### src/hw/rtl/aabb_overlap_min_penetration_side_defines.svh
// ----------------------------------------------------------------------------
// Assertion macros for the box overlap block
// Concurrent checks that are active in simulation and empty in synthesis.
// ----------------------------------------------------------------------------
`ifndef AABB_OVERLAP_MIN_PENETRATION_SIDE_DEFINES_SVH
`define AABB_OVERLAP_MIN_PENETRATION_SIDE_DEFINES_SVH

`ifndef SYNTHESIS
// Implication checked at every rising edge outside of reset.
`define AOMPS_ASSERT_IMPLY(lbl, clk, rst_n, ante, cons) \
    lbl: assert property (@(posedge clk) disable iff (!rst_n) (ante) |-> (cons)) \
        else $error("box overlap check failed");
// Plain condition checked at every rising edge outside of reset.
`define AOMPS_ASSERT_ALWAYS(lbl, clk, rst_n, cond) \
    lbl: assert property (@(posedge clk) disable iff (!rst_n) (cond)) \
        else $error("box overlap invariant failed");
`else
`define AOMPS_ASSERT_IMPLY(lbl, clk, rst_n, ante, cons)
`define AOMPS_ASSERT_ALWAYS(lbl, clk, rst_n, cond)
`endif

`endif

### src/hw/rtl/aomps_pkg.sv
// ----------------------------------------------------------------------------
// Box overlap package
// Shared widths, side codes and the flag bundle between pipeline stages.
// ----------------------------------------------------------------------------
package aomps_pkg;

    // Field widths.
    localparam int POS_W   = 24;
    localparam int SIZE_W  = 24;
    localparam int SCALE_W = 16;
    localparam int PROD_W  = SIZE_W + SCALE_W;
    // size * scale is Q.24, halving and returning to Q.12 drops 13 bits.
    localparam int HALF_SHIFT = 13;
    localparam int HALF_W  = PROD_W - HALF_SHIFT;
    // Box bounds, signed.
    localparam int BND_W   = HALF_W + 2;
    // Penetration differences, signed, and their magnitudes.
    localparam int VAL_W   = 31;
    localparam int MAG_W   = VAL_W - 1;

    typedef logic [HALF_W-1:0]        t_half;
    typedef logic signed [BND_W-1:0]  t_bnd;
    typedef logic signed [VAL_W-1:0]  t_val;
    typedef logic [MAG_W-1:0]         t_mag;

    // Side codes of the result.
    typedef enum logic [2:0] {
        FACE_NONE   = 3'd0,
        FACE_RIGHT  = 3'd1,
        FACE_LEFT   = 3'd2,
        FACE_BOTTOM = 3'd3,
        FACE_TOP    = 3'd4
    } t_side;

    // Candidate indexes in priority order.
    localparam int CAND_RIGHT  = 0;
    localparam int CAND_LEFT   = 1;
    localparam int CAND_BOTTOM = 2;
    localparam int CAND_TOP    = 3;
    localparam int NUM_CAND    = 4;

    // Overlap flag and per-candidate qualification.
    typedef struct packed {
        logic                hit;
        logic [NUM_CAND-1:0] qual;
    } t_cand_flags;

endpackage

### src/hw/rtl/aomps_cand.sv
// ----------------------------------------------------------------------------
// Bounds and penetration candidates
// Stage two forms the box bounds; stage three forms the four differences,
// their magnitudes, the overlap flag and the qualification of each candidate.
// ----------------------------------------------------------------------------
module aomps_cand (
    input  logic                                          i_clk,
    input  logic signed [aomps_pkg::POS_W-1:0]            i_a_pos_x,
    input  logic signed [aomps_pkg::POS_W-1:0]            i_a_pos_y,
    input  aomps_pkg::t_half                              i_a_half_x,
    input  aomps_pkg::t_half                              i_a_half_y,
    input  logic signed [aomps_pkg::POS_W-1:0]            i_b_pos_x,
    input  logic signed [aomps_pkg::POS_W-1:0]            i_b_pos_y,
    input  aomps_pkg::t_half                              i_b_half_x,
    input  aomps_pkg::t_half                              i_b_half_y,
    input  logic [aomps_pkg::SIZE_W-1:0]                  i_b_size_x,
    input  logic [aomps_pkg::SIZE_W-1:0]                  i_b_size_y,
    output aomps_pkg::t_cand_flags                        o_flags,
    output aomps_pkg::t_mag [aomps_pkg::NUM_CAND-1:0]     o_mag,
    output aomps_pkg::t_val [aomps_pkg::NUM_CAND-1:0]     o_val
);

    // Stage two registers.
    aomps_pkg::t_bnd                 r_a_min_x, r_a_max_x, r_a_min_y, r_a_max_y;
    aomps_pkg::t_bnd                 r_b_min_x, r_b_max_x, r_b_min_y, r_b_max_y;
    logic [aomps_pkg::SIZE_W-1:0]    r_b_size_x, r_b_size_y;

    // Stage three registers.
    aomps_pkg::t_cand_flags                        r_flags, n_flags;
    aomps_pkg::t_mag [aomps_pkg::NUM_CAND-1:0]     r_mag, n_mag;
    aomps_pkg::t_val [aomps_pkg::NUM_CAND-1:0]     r_val, n_val;
    logic [aomps_pkg::NUM_CAND-1:0]                cand_neg;
    logic [aomps_pkg::NUM_CAND-1:0]                cand_pos;
    aomps_pkg::t_mag [aomps_pkg::NUM_CAND-1:0]     cand_lim;

    // Bounds: centre minus and plus the half extent.
    always_ff @(posedge i_clk) begin
        r_a_min_x  <= aomps_pkg::BND_W'(i_a_pos_x) - $signed({2'b00, i_a_half_x});
        r_a_max_x  <= aomps_pkg::BND_W'(i_a_pos_x) + $signed({2'b00, i_a_half_x});
        r_a_min_y  <= aomps_pkg::BND_W'(i_a_pos_y) - $signed({2'b00, i_a_half_y});
        r_a_max_y  <= aomps_pkg::BND_W'(i_a_pos_y) + $signed({2'b00, i_a_half_y});
        r_b_min_x  <= aomps_pkg::BND_W'(i_b_pos_x) - $signed({2'b00, i_b_half_x});
        r_b_max_x  <= aomps_pkg::BND_W'(i_b_pos_x) + $signed({2'b00, i_b_half_x});
        r_b_min_y  <= aomps_pkg::BND_W'(i_b_pos_y) - $signed({2'b00, i_b_half_y});
        r_b_max_y  <= aomps_pkg::BND_W'(i_b_pos_y) + $signed({2'b00, i_b_half_y});
        r_b_size_x <= i_b_size_x;
        r_b_size_y <= i_b_size_y;
    end

    // Differences, magnitudes and qualification. The overlap test is the
    // sign pattern of the same four differences.
    always_comb begin
        n_val[aomps_pkg::CAND_RIGHT]  = aomps_pkg::VAL_W'(r_b_min_x)
                                      - aomps_pkg::VAL_W'(r_a_max_x);
        n_val[aomps_pkg::CAND_LEFT]   = aomps_pkg::VAL_W'(r_b_max_x)
                                      - aomps_pkg::VAL_W'(r_a_min_x);
        n_val[aomps_pkg::CAND_BOTTOM] = aomps_pkg::VAL_W'(r_b_min_y)
                                      - aomps_pkg::VAL_W'(r_a_max_y);
        n_val[aomps_pkg::CAND_TOP]    = aomps_pkg::VAL_W'(r_b_max_y)
                                      - aomps_pkg::VAL_W'(r_a_min_y);
        cand_lim[aomps_pkg::CAND_RIGHT]  = aomps_pkg::MAG_W'(r_b_size_x);
        cand_lim[aomps_pkg::CAND_LEFT]   = aomps_pkg::MAG_W'(r_b_size_x);
        cand_lim[aomps_pkg::CAND_BOTTOM] = aomps_pkg::MAG_W'(r_b_size_y);
        cand_lim[aomps_pkg::CAND_TOP]    = aomps_pkg::MAG_W'(r_b_size_y);
        for (int i = 0; i < aomps_pkg::NUM_CAND; i++) begin
            cand_neg[i] = n_val[i][aomps_pkg::VAL_W-1];
            cand_pos[i] = !cand_neg[i] && (n_val[i] != '0);
            n_mag[i]    = cand_neg[i] ? aomps_pkg::MAG_W'(-n_val[i])
                                      : aomps_pkg::MAG_W'(n_val[i]);
        end
        // Right and bottom need a value at or below zero, left and top at or above.
        n_flags.qual[aomps_pkg::CAND_RIGHT]  = !cand_pos[aomps_pkg::CAND_RIGHT]
            && (n_mag[aomps_pkg::CAND_RIGHT] < cand_lim[aomps_pkg::CAND_RIGHT]);
        n_flags.qual[aomps_pkg::CAND_LEFT]   = !cand_neg[aomps_pkg::CAND_LEFT]
            && (n_mag[aomps_pkg::CAND_LEFT] < cand_lim[aomps_pkg::CAND_LEFT]);
        n_flags.qual[aomps_pkg::CAND_BOTTOM] = !cand_pos[aomps_pkg::CAND_BOTTOM]
            && (n_mag[aomps_pkg::CAND_BOTTOM] < cand_lim[aomps_pkg::CAND_BOTTOM]);
        n_flags.qual[aomps_pkg::CAND_TOP]    = !cand_neg[aomps_pkg::CAND_TOP]
            && (n_mag[aomps_pkg::CAND_TOP] < cand_lim[aomps_pkg::CAND_TOP]);
        n_flags.hit = !cand_pos[aomps_pkg::CAND_RIGHT] && !cand_neg[aomps_pkg::CAND_LEFT]
                   && !cand_pos[aomps_pkg::CAND_BOTTOM] && !cand_neg[aomps_pkg::CAND_TOP];
    end

    always_ff @(posedge i_clk) begin
        r_flags <= n_flags;
        r_mag   <= n_mag;
        r_val   <= n_val;
    end

    assign o_flags = r_flags;
    assign o_mag   = r_mag;
    assign o_val   = r_val;

endmodule

### config.mk
export PLATFORM = sky130hd
export DESIGN_NAME = aomps_cand
export DESIGN_NICKNAME = d
export VERILOG_FILES = /design/src/hw/rtl/aabb_overlap_min_penetration_side_defines.svh /design/src/hw/rtl/aomps_pkg.sv /design/src/hw/rtl/aomps_cand.sv
export SDC_FILE = /design/constraint.sdc
export NUM_CORES = 1
export LEC_CHECK = 0
export BUFFER_PORTS_ARGS = -buffer_cell sky130_fd_sc_hd__buf_2
export CORE_UTILIZATION = 40
export DETAILED_ROUTE_END_ITERATION = 7
export HOLD_SLACK_MARGIN = 0.08
export PLACE_DENSITY_LB_ADDON = 0.1
export RECOVER_POWER = 50
export SETUP_SLACK_MARGIN = 0.15
export SYNTH_ARGS = -nofsm -noshare
export SYNTH_HDL_FRONTEND = slang
export SYNTH_SLANG_ARGS = --single-unit
### constraint.sdc
create_clock -name i_clk -period 4.7 [get_ports i_clk]
set_input_delay 0.47 -clock i_clk [delete_from_list [all_inputs] [get_ports i_clk]]
set_output_delay 0.47 -clock i_clk [all_outputs]
set_load 0.02 [all_outputs]
==> results of run 1 <==
timing repair:
action	CTS	global route
pin swaps	84	99
cloned	0	0
gates resized for setup	127	104
hold endpoints to repair	48	0
endpoints found under the setup margin	5	10
setup buffers	40	18
hold buffers	48	0
routing by layer:
layer | vias to the layer above | track usage (%) | wire (µm)
li1 | 15000 | - | -
met1 | 13400 | 27.7 | 42700
met2 | 631 | 46.1 | 52900
met3 | 174 | 2.91 | 4070
met4 | 4 | 8.32 | 3210
met5 | - | 0 | 24
through the flow:
stage / setup slack [ps] / cell area [µm²] / hold WS [ps] / power, mW / instances
global route: -546 / 42400 / 111 / 30.8 / 5861
finish: -261 / 42400 / 133 / 28.8 / 5864
CTS: -239 / 42200 / 98.0 / 28.6 / 5839
global placement: -920 / 38900 / 574 / 23.0 / 5649
floorplan: 155 / 32400 / 498 / 15.8 / 3786
detailed placement: -912 / 38900 / 574 / 23.1 / 5649
placed cells by master (no fill, tap or decap), drive strengths merged, types with 15 or more instances in the layout:
cell type,Yosys,final
buf,15,702
dfxtp,515,515
inv,466,468
ha,430,430
clkbuf,98,353
nor2,303,303
a21oi,290,290
xnor2,273,273
o21ai,187,187
nand2,157,157
xor2,105,105
a21o,85,85
nor3,74,74
nand2b,60,60
o21bai,52,52
nand3,52,52
nor2b,51,51
dlygate4sd3,0,48
o21a,45,45
a31oi,42,42
a211oi,41,41
and3,31,31
or3,30,30
nand4,26,26
o31ai,25,25
nor4,25,25
o211ai,21,21
clkinv,4,18
a211o,15,15
a2111oi,15,15
where the power goes:
part	total [mW]	internal, mW	switching [mW]	leakage, nW
Sequential	6.66	5.99	0.666	4.34
Clock	4.58	2.72	1.86	0.926
Combinational	17.5	7.76	9.78	14.8
Total	28.8	16.5	12.3	20.1
flip-flops by register name, summed over array words and instances, names as in the netlist, 28 cells and up:
| name | cells |
|---|---|
| o_val | 118 |
| o_mag | 116 |
| r_a_max_x | 29 |
| r_a_max_y | 29 |
| r_b_max_x | 29 |
| r_b_max_y | 29 |
| r_a_min_x | 28 |
| r_a_min_y | 28 |
| r_b_min_x | 28 |
| r_b_min_y | 28 |
synth_stat cells (8+ instances only):
cell type and count:
a21o_1 84, buf_4 10, nand4_1 26, and2_1 13
a31o_2 11, o21bai_1 52, nor4_1 23, o21ai_0 175
ha_1 430, nand2b_1 60, nor3_1 74, nand2_1 157
o2111ai_1 10, fa_1 12, o21ai_1 11, o41ai_1 13
o211ai_1 20, clkbuf_1 97, o21a_1 45, or2_2 11
nor2b_1 51, o31a_1 12, inv_1 466, dfxtp_1 515
a2111oi_0 15, a31oi_1 42, o21ba_2 8, or3_1 30
xor2_1 105, a21oi_1 289, or4_1 10, nor2_1 303
xnor2_1 272, o31ai_1 25, o22ai_1 8, a211o_1 15
and3_1 30, nand3_1 52, nor3b_1 10, a211oi_1 41
a41oi_1 8
path summary, 6_finish.rpt:
kind	startpoint	endpoint	slack [ps]	cells past startpoint
max	r_b_max_y[0]	o_flags[2]	-260	23
min reg2reg	r_b_size_y[23]	o_flags[3]	660	3
max reg2reg	r_b_max_y[0]	o_flags[2]	-260	23
min	i_b_half_y[0]	r_b_max_y[0]	130	3
final cells by class:
| cell class | count | share of cell area [%] |
|---|---|---|
| diodes | 7 | 0.0413 |
| clock buffers | 71 | 3.65 |
| clock inverters | 31 | 0.888 |
| inverters | 470 | 4.18 |
| multi-input cells | 2688 | 48.9 |
| flip-flops and latches | 515 | 24.3 |
| well taps | 1050 | 3.10 |
| repair buffers | 1032 | 14.9 |
worst reg2reg max path: cells and delay by family (launching register included):
family                   cells  cell delay (ps)
AO/OA/AOI/OAI                2              340
AND/OR/NAND/NOR             10             2450
flip-flops                   1              320
adder cells (fa/ha/maj)      3              930
buffers and inverters        6              540
XOR/XNOR                     2              270
cells by family after synthesis:
family                     after synthesis
buffers and inverters                  583
xor gates and xnor gates               378
muxes                                    8
adders and majority gates              442
and+or+nand+nor                        890
DFF                                    515
AOI/OAI and AO/OA                      970
==> impl_metrics.csv, run 1 <==
group,metric,value,unit
global_route,grt_pass1_vias,29500,
sta,rsz0062_at_grt,"true",
final_layout,fillers,7911,
global_route,grt_pass1_wl,156000,µm
floorplan,dieArea,81900,µm²
clock_tree,cts_num_sinks,515,
drt,drt_pass1_iterations,5,
clock_tree,numCtsBuffers,57,
pwr,leakagePower,20.1,nW
floorplan,placementRows,103,
synth,synth_area_per_cell,8.53,µm²
global_route,gr-total-overflow,0,
sta,layout_worst_path_cycle_share,106,%
synth,ys_dominant_reg_cell,"dfxtp_1",
setup_path,cp_cell_sequence,"inv_2 > ha_1 > clkbuf_1 > fa_2 > xor2_2 > and3_1 > inv_2 > or3_4 > or4_4 > nor2_4 > nand2b_4 > buf_6 > or3_4 > o21ai_4 > xnor2_2 > ha_1 > buf_4 > buf_4 > nand4_1 > nor3_4 > o41ai_4 > nand4b_1 > nor4_2",
synth,yosysUniqueCellTypes,91,
final_layout,syn_to_final_growth,31.3,%
synth,async_flop_share,0,%
clock_tree,path_clk_slew,60,ps
worst_hold_path,hp-class,"in -> reg",
setup_path,cp_slowest_cell,"or4_4",
pwr,irDropWorstVdd,0.312,mV
synth,ys_ff_latch,515,
drt,final_antenna_net_count,0,
drt,viasPerCell,4.98,
clock_tree,clock_latency,610,ps
floorplan,coreArea,79400,µm²
final_layout,finalNetCount,5459,
sta,fin_ws,-261,ps
run_status,failed_checks,"setup timing",
final_layout,regArea,10300,µm²
floorplan,boundaryPins,502,
run_status,outcome,"finished with violations",
clock_tree,cts_tree,"built",
synth,synth_compound_area_share,19.6,%
final_layout,final_util,53.4,%
synth,synth.top_cell.area_share,31.9,%
placement,gp_congestion,0.917,
synth,ys_seq_area_share,31.9,%
floorplan,die_w,286,µm
drt,drt_iter0_markers,1169,
synth,muxShareOfSynthArea,0.263,%
run,drv_cap,0,
global_route,grt_max_degree,21,
floorplan,initial_utilization,40.7,%
drt,vias,29200,
synth,synth_top_family_by_area,"compound AO/OA/AOI/OAI gates",
synth,synth_fa_ha_area_share,17.4,%
synth,mappedNetlistArea,32300,µm²
sta,fin_skew,12.9,ps
global_route,grt_usage,24.3,%
drt,drc,0,
synth,syn_inst,3786,
final_layout,multiInputGateArea,20800,µm²
setup_path,path_class,"reg -> reg",
sta,slew_viol_final,0,
setup_path,slowest_delay,540,ps
placement,dp_hpwl,86200,µm
setup_path,endpoint_kind,"flip-flop",
setup_path,crit_arrival,5450,ps
sta,min_period,4960,ps
floorplan,die_y,286,µm
sta,timing.fmax,0.202,GHz
setup_path,crit_family,"simple AND/OR/NAND/NOR gates",
drt,wl_per_cell,17.6,µm
global_route,antenna_found_initial,19,
synth,yosys.area_share.simple,13.6,%
setup_path,setup.worst_path.start_class,"flip-flop",
sta,slew_headroom,43.5,%
synth,synth_edf_count,0,
clock_tree,htreeDepth,2,
synth,synth_top_area_cell,"dfxtp_1",
clock_tree,cts-root-buf,"clkbuf_16",
final_layout,drive_above_1_share,20.9,%
pwr,p_per_area,678,nW/µm²
synth,synth_area_leaders,"dfxtp_1, ha_1, xnor2_1, inv_1, a21oi_1",
setup_path,timing.critical_path.buf_inv,6,
setup_path,worst-path-max-fanout,4,
sta,worst_pin_slew,826,ps
synth,synth_nets,4481,
clock_tree,cts_buffer_depth,3,
placement,portBuffers,501,
drt,drt_wl_total,103000,µm
synth,ys_warn_count,0,
sta,hold_viol,0,
sta,setup_tns,-884,ps
sta,final-setup-viol-count,5,
setup_path,required,5190,ps
synth,synth_xor_area_share,10.3,%
(Power assumes the default switching activity.)
==> run 2, diff against run 1 <==
- clock period: 4.7 -> 4.55 ns (I/O delays scaled with it)
==> impl_metrics.csv, run 2 (synthesized netlist as in run 1, its figures left out) <==
group,metric,value,unit
placement,gp_congestion,0.932,
worst_hold_path,hp-class,"in -> reg",
clock_tree,cts_tree,"built",
clock_tree,clock_latency,610,ps
placement,dp_hpwl,85900,µm
final_layout,final_util,54.0,%
final_layout,mostFrequentLayoutCells,"buf_4, dfxtp_1, inv_1",
drt,drt_iter0_markers,1133,
sta,fin_ws,-383,ps
clock_tree,cts_buffer_depth,3,
sta,rsz0062_at_grt,"true",
clock_tree,numCtsBuffers,59,
global_route,grt_max_degree,16,
sta,final-setup-viol-count,4,
setup_path,r2r_setup_slack,-380,ps
sta,hold_ws,129,ps
global_route,grt_pass1_wl,156000,µm
global_route,antenna_found_initial,16,
drt,wl_per_cell,17.3,µm
final_layout,drive_above_1_share,21.9,%
floorplan,placementRows,103,
run_status,failed_checks,"setup timing",
pwr,irDropWorstVdd,0.400,mV
global_route,gr-total-overflow,0,
run,drv_cap,0,
final_layout,design_area,42900,µm²
drt,vias,29600,
drt,final_antenna_net_count,0,
final_layout,final_cells,5931,
pwr,leakagePower,20.4,nW
final_layout,layout_commonest_cell,"buf_4",
run_status,outcome,"finished with violations",
placement,place_inst,5721,
global_route,grt_pass1_vias,29700,
floorplan,dieArea,81900,µm²
floorplan,initial_utilization,40.7,%
setup_path,endpoint_kind,"flip-flop",
floorplan,boundaryPins,502,
floorplan,die_w,286,µm
drt,viasPerCell,4.99,
sta,timing.fmax,0.203,GHz
clock_tree,cts-root-buf,"clkbuf_16",
final_layout,finalNetCount,5516,
placement,portBuffers,501,
floorplan,coreArea,79400,µm²
setup_path,path_class,"reg -> reg",
setup_path,crit_arrival,5480,ps
drt,drt_pass1_iterations,6,
sta,layout_worst_path_cycle_share,108,%
sta,min_period,4930,ps
clock_tree,path_clk_slew,60,ps
sta,worst_pin_slew,809,ps
final_layout,largest_reg_flops,118,
clock_tree,cts_num_sinks,515,
placement,place_area,39500,µm²
sta,slew_viol_final,0,
sta,fin_skew,12.7,ps
setup_path,required,5100,ps
global_route,grt_usage,24.2,%
placement,dp_slack,-960,ps
drt,drt_wl_total,103000,µm
sta,slew_headroom,44.7,%
final_layout,syn_to_final_growth,32.8,%
sta,hold_viol,0,
setup_path,setup.worst_path.start_class,"flip-flop",
floorplan,die_y,286,µm
setup_path,worst-path-max-fanout,5,
clock_tree,htreeDepth,2,
pwr,p_per_area,707,nW/µm²
drt,drc,0,
-- run 2: cell count changes in the layout (fill, tap and decap cells not counted), moves of 5 or more --
cell,before,now
diode_2,7,13
inv_6,2,8
dfxtp_2,3,9
o21ai_2,10,15
buf_4,457,507
dfxtp_1,512,506
clkbuf_8,7,2
-- run 2: power breakdown --
part	switching, mW	total [mW]	leakage [nW]	internal [mW]
combinational	10.2	18.5	15.1	8.32
sequential	0.689	6.88	4.34	6.19
clock	1.99	4.98	0.984	2.99
-- run 2: timing repair --
action	in CTS	in global routing
pin swaps	74	85
gates resized for setup	114	105
buffers inserted	22	18
cloned	1	0
endpoints found under the setup margin	7	11
hold buffers	48	0
endpoints found under the hold margin	48	0
-- run 2: cell type report --
cell class / count / area, µm²
Clock inverter: 40 / 504
Tap cell: 1050 / 1310
Multi-Input combinational cell: 2688 / 20700
Sequential cell: 515 / 10300
Antenna cell: 13 / 32.5
Clock buffer: 68 / 1530
Fill cell: 7734 / 36500
Timing Repair Buffer: 1087 / 6740
Inverter: 470 / 1780
-- run 2: through the flow --
| stage | TNS (ps) | power (mW) |
|---|---|---|
| detailed placement | -3070 | 24.4 |
| floorplan | 0 | 16.4 |
| CTS | -1240 | 30.3 |
| global placement | -2930 | 24.4 |
| finish | -1030 | 30.3 |
| global route | -2250 | 32.5 |
-- run 2: worst paths after layout --
kind	start	to	depth (start not counted)
setup / recovery	r_a_max_x[1]	o_flags[0]	27
hold / removal	i_b_half_x[0]	r_b_max_x[0]	3
setup reg to reg	r_a_max_x[1]	o_flags[0]	27
hold reg to reg	r_b_max_y[28]	o_val[121]	2
-- run 2: critical path: stages (launching register included) --
cell and delay, ps:
dfxtp_2 320, inv_1 40, ha_1 270, nor2b_4 130, o31a_1 310, o31a_1 280
o21ai_2 130, buf_6 150, o31ai_4 70, a211o_1 300, a31o_4 310, inv_4 90
nand2_1 70, o21ai_2 70, ha_1 250, a21boi_1 130, o21a_1 180, o21ai_2 130
a21oi_2 80, o211ai_1 170, nand2_1 130, a221oi_2 260, o21bai_1 130, a21oi_2 240
o31ai_1 90, buf_4 150, a311oi_1 190, and4b_1 220
-- run 2: routing by layer --
| metal | up-vias | routed length [µm] | share of wire (%) | GRT usage (%) |
|---|---|---|---|---|
| li1 | 15100 | - | - | - |
| met1 | 13600 | 41400 | 40 | 27.2 |
| met2 | 686 | 52600 | 51 | 46.3 |
| met3 | 221 | 4300 | 4.2 | 2.77 |
| met4 | 4 | 4340 | 4.2 | 9.40 |
| met5 | - | 36 | 0.035 | 0 |
==> run 3, diff against run 2 <==
- MAX_ROUTING_LAYER: default -> met4
==> impl_metrics.csv, run 3 (synthesized netlist as in run 1, its figures left out) <==
group,metric,value,unit
placement,gp_congestion,0.943,
clock_tree,cts_tree,"built",
final_layout,syn_to_final_growth,34.1,%
pwr,irDropWorstVdd,0.324,mV
run_status,failed_checks,"setup timing",
sta,final-setup-viol-count,4,
sta,slew_headroom,32.2,%
sta,hold_viol,0,
floorplan,die_y,286,µm
floorplan,boundaryPins,502,
setup_path,r2r-start,"r_a_min_x[15]",
global_route,gr-total-overflow,0,
floorplan,die_w,286,µm
sta,timing.fmax,0.202,GHz
drt,drc,0,
placement,portBuffers,501,
sta,slew_viol_final,0,
placement,dp_hpwl,85300,µm
worst_hold_path,hp-class,"in -> reg",
global_route,antenna_found_initial,16,
setup_path,path_class,"reg -> reg",
setup_path,endpoint_kind,"flip-flop",
final_layout,final_util,54.6,%
sta,layout_worst_path_cycle_share,109,%
sta,fin_ws,-405,ps
global_route,grt_pass1_vias,29800,
floorplan,placementRows,103,
floorplan,initial_utilization,40.7,%
drt,viasPerCell,5.01,
sta,setup_tns,-1150,ps
pwr,p_per_area,715,nW/µm²
setup_path,setup.worst_path.start_class,"flip-flop",
global_route,grt_usage,25.0,%
placement,dp_slack,-939,ps
sta,rsz0062_at_grt,"true",
sta,fin_skew,30.2,ps
final_layout,layout_commonest_cell,"dfxtp_1",
clock_tree,cts_buffer_depth,3,
pwr,leakagePower,20.5,nW
run_status,outcome,"finished with violations",
drt,final_antenna_net_count,0,
global_route,grt_pass1_wl,157000,µm
final_layout,mostFrequentLayoutCells,"dfxtp_1, buf_4, inv_1",
clock_tree,htreeDepth,2,
drt,vias,29800,
setup_path,crit_arrival,5470,ps
pwr,p_total,31.0,mW
clock_tree,path_clk_slew,60,ps
floorplan,coreArea,79400,µm²
drt,drt_iter0_markers,1270,
setup_path,worst-path-max-fanout,20,
final_layout,finalNetCount,5527,
final_layout,final_cells,5947,
sta,worst_pin_slew,991,ps
global_route,grt_max_degree,21,
final_layout,largest_reg_flops,118,
placement,place_inst,5722,
worst_hold_path,min_from,"i_b_half_y[0]",
run,drv_cap,0,
drt,drt_pass1_iterations,5,
final_layout,drive_above_1_share,22.4,%
clock_tree,clock_latency,630,ps
clock_tree,cts_num_sinks,515,
setup_path,required,5070,ps
drt,drt_wl_total,103000,µm
sta,min_period,4950,ps
clock_tree,numCtsBuffers,59,
floorplan,dieArea,81900,µm²
clock_tree,cts-root-buf,"clkbuf_16",
setup_path,crit_start,"r_a_min_x[15]",
drt,wl_per_cell,17.3,µm
-- run 3: what timing repair did --
| item | 4_1_cts | 5_1_grt |
|---|---|---|
| setup endpoints to repair | 7 | 9 |
| hold endpoints to repair | 49 | 0 |
| buffers inserted | 42 | 8 |
| resized for setup | 141 | 119 |
| pin swaps | 93 | 80 |
| hold buffers | 49 | 0 |
-- run 3: path summary, 6_finish.rpt --
| path | to | slack (ps) | cells past startpoint |
|---|---|---|---|
| setup / recovery | o_flags[1] | -400 | 24 |
| hold / removal | r_b_max_y[0] | 120 | 3 |
| setup reg to reg | o_flags[1] | -400 | 24 |
| hold reg to reg | o_flags[3] | 670 | 3 |
-- run 3: critical path: stages, from the launching register on --
cell and delay, ps:
dfxtp_1 300, inv_1 40, ha_1 300, a21o_1 200, a21oi_2 150, nor2b_1 80
nor4b_2 310, o21ai_2 130, a2111oi_4 390, o311ai_1 140, a21oi_1 220, nor2b_1 70
o22a_1 240, buf_6 200, a21oi_2 130, xor2_1 210, ha_1 280, a21o_1 200
a2111oi_2 390, a21oi_2 110, nor2_2 150, o211ai_1 130, o2111ai_1 130, a21oi_1 110
nor4b_1 240
-- run 3: report_power, final --
group	leakage [nW]	internal, mW	switching (mW)	total (mW)
Clock	1.02	3.16	2.00	5.17
Sequential	4.34	6.19	0.690	6.88
Combinational	15.1	8.60	10.3	18.9
Total	20.5	18.0	13.0	31.0
-- run 3: layer usage --
layer / routed length [µm] / track usage, % / vias up
met5: 0 / - / -
met4: 3580 / 8.66 / 0
met3: 4490 / 2.62 / 182
met2: 53400 / 46.5 / 686
met1: 41400 / 27.5 / 13800
li1: - / - / 15100
-- run 3: stage by stage --
| stage | hold slack (ps) | area [µm²] |
|---|---|---|
| final | 120 | 43300 |
| after global routing | 118 | 43300 |
| after CTS | 100 | 43100 |
| after detailed placement | 559 | 39500 |
| after global placement | 559 | 39500 |
| after floorplan | 483 | 32500 |
-- run 3: final cells by class --
cell class | instances | area, µm²
inverter | 470 | 1780
multi-input combinational | 2688 | 20900
sequential | 515 | 10300
antenna | 17 | 42.5
fill | 7718 | 36000
clock inverter | 33 | 498
clock buffer | 76 | 1630
tap | 1050 | 1310
timing repair buffer | 1098 | 6870
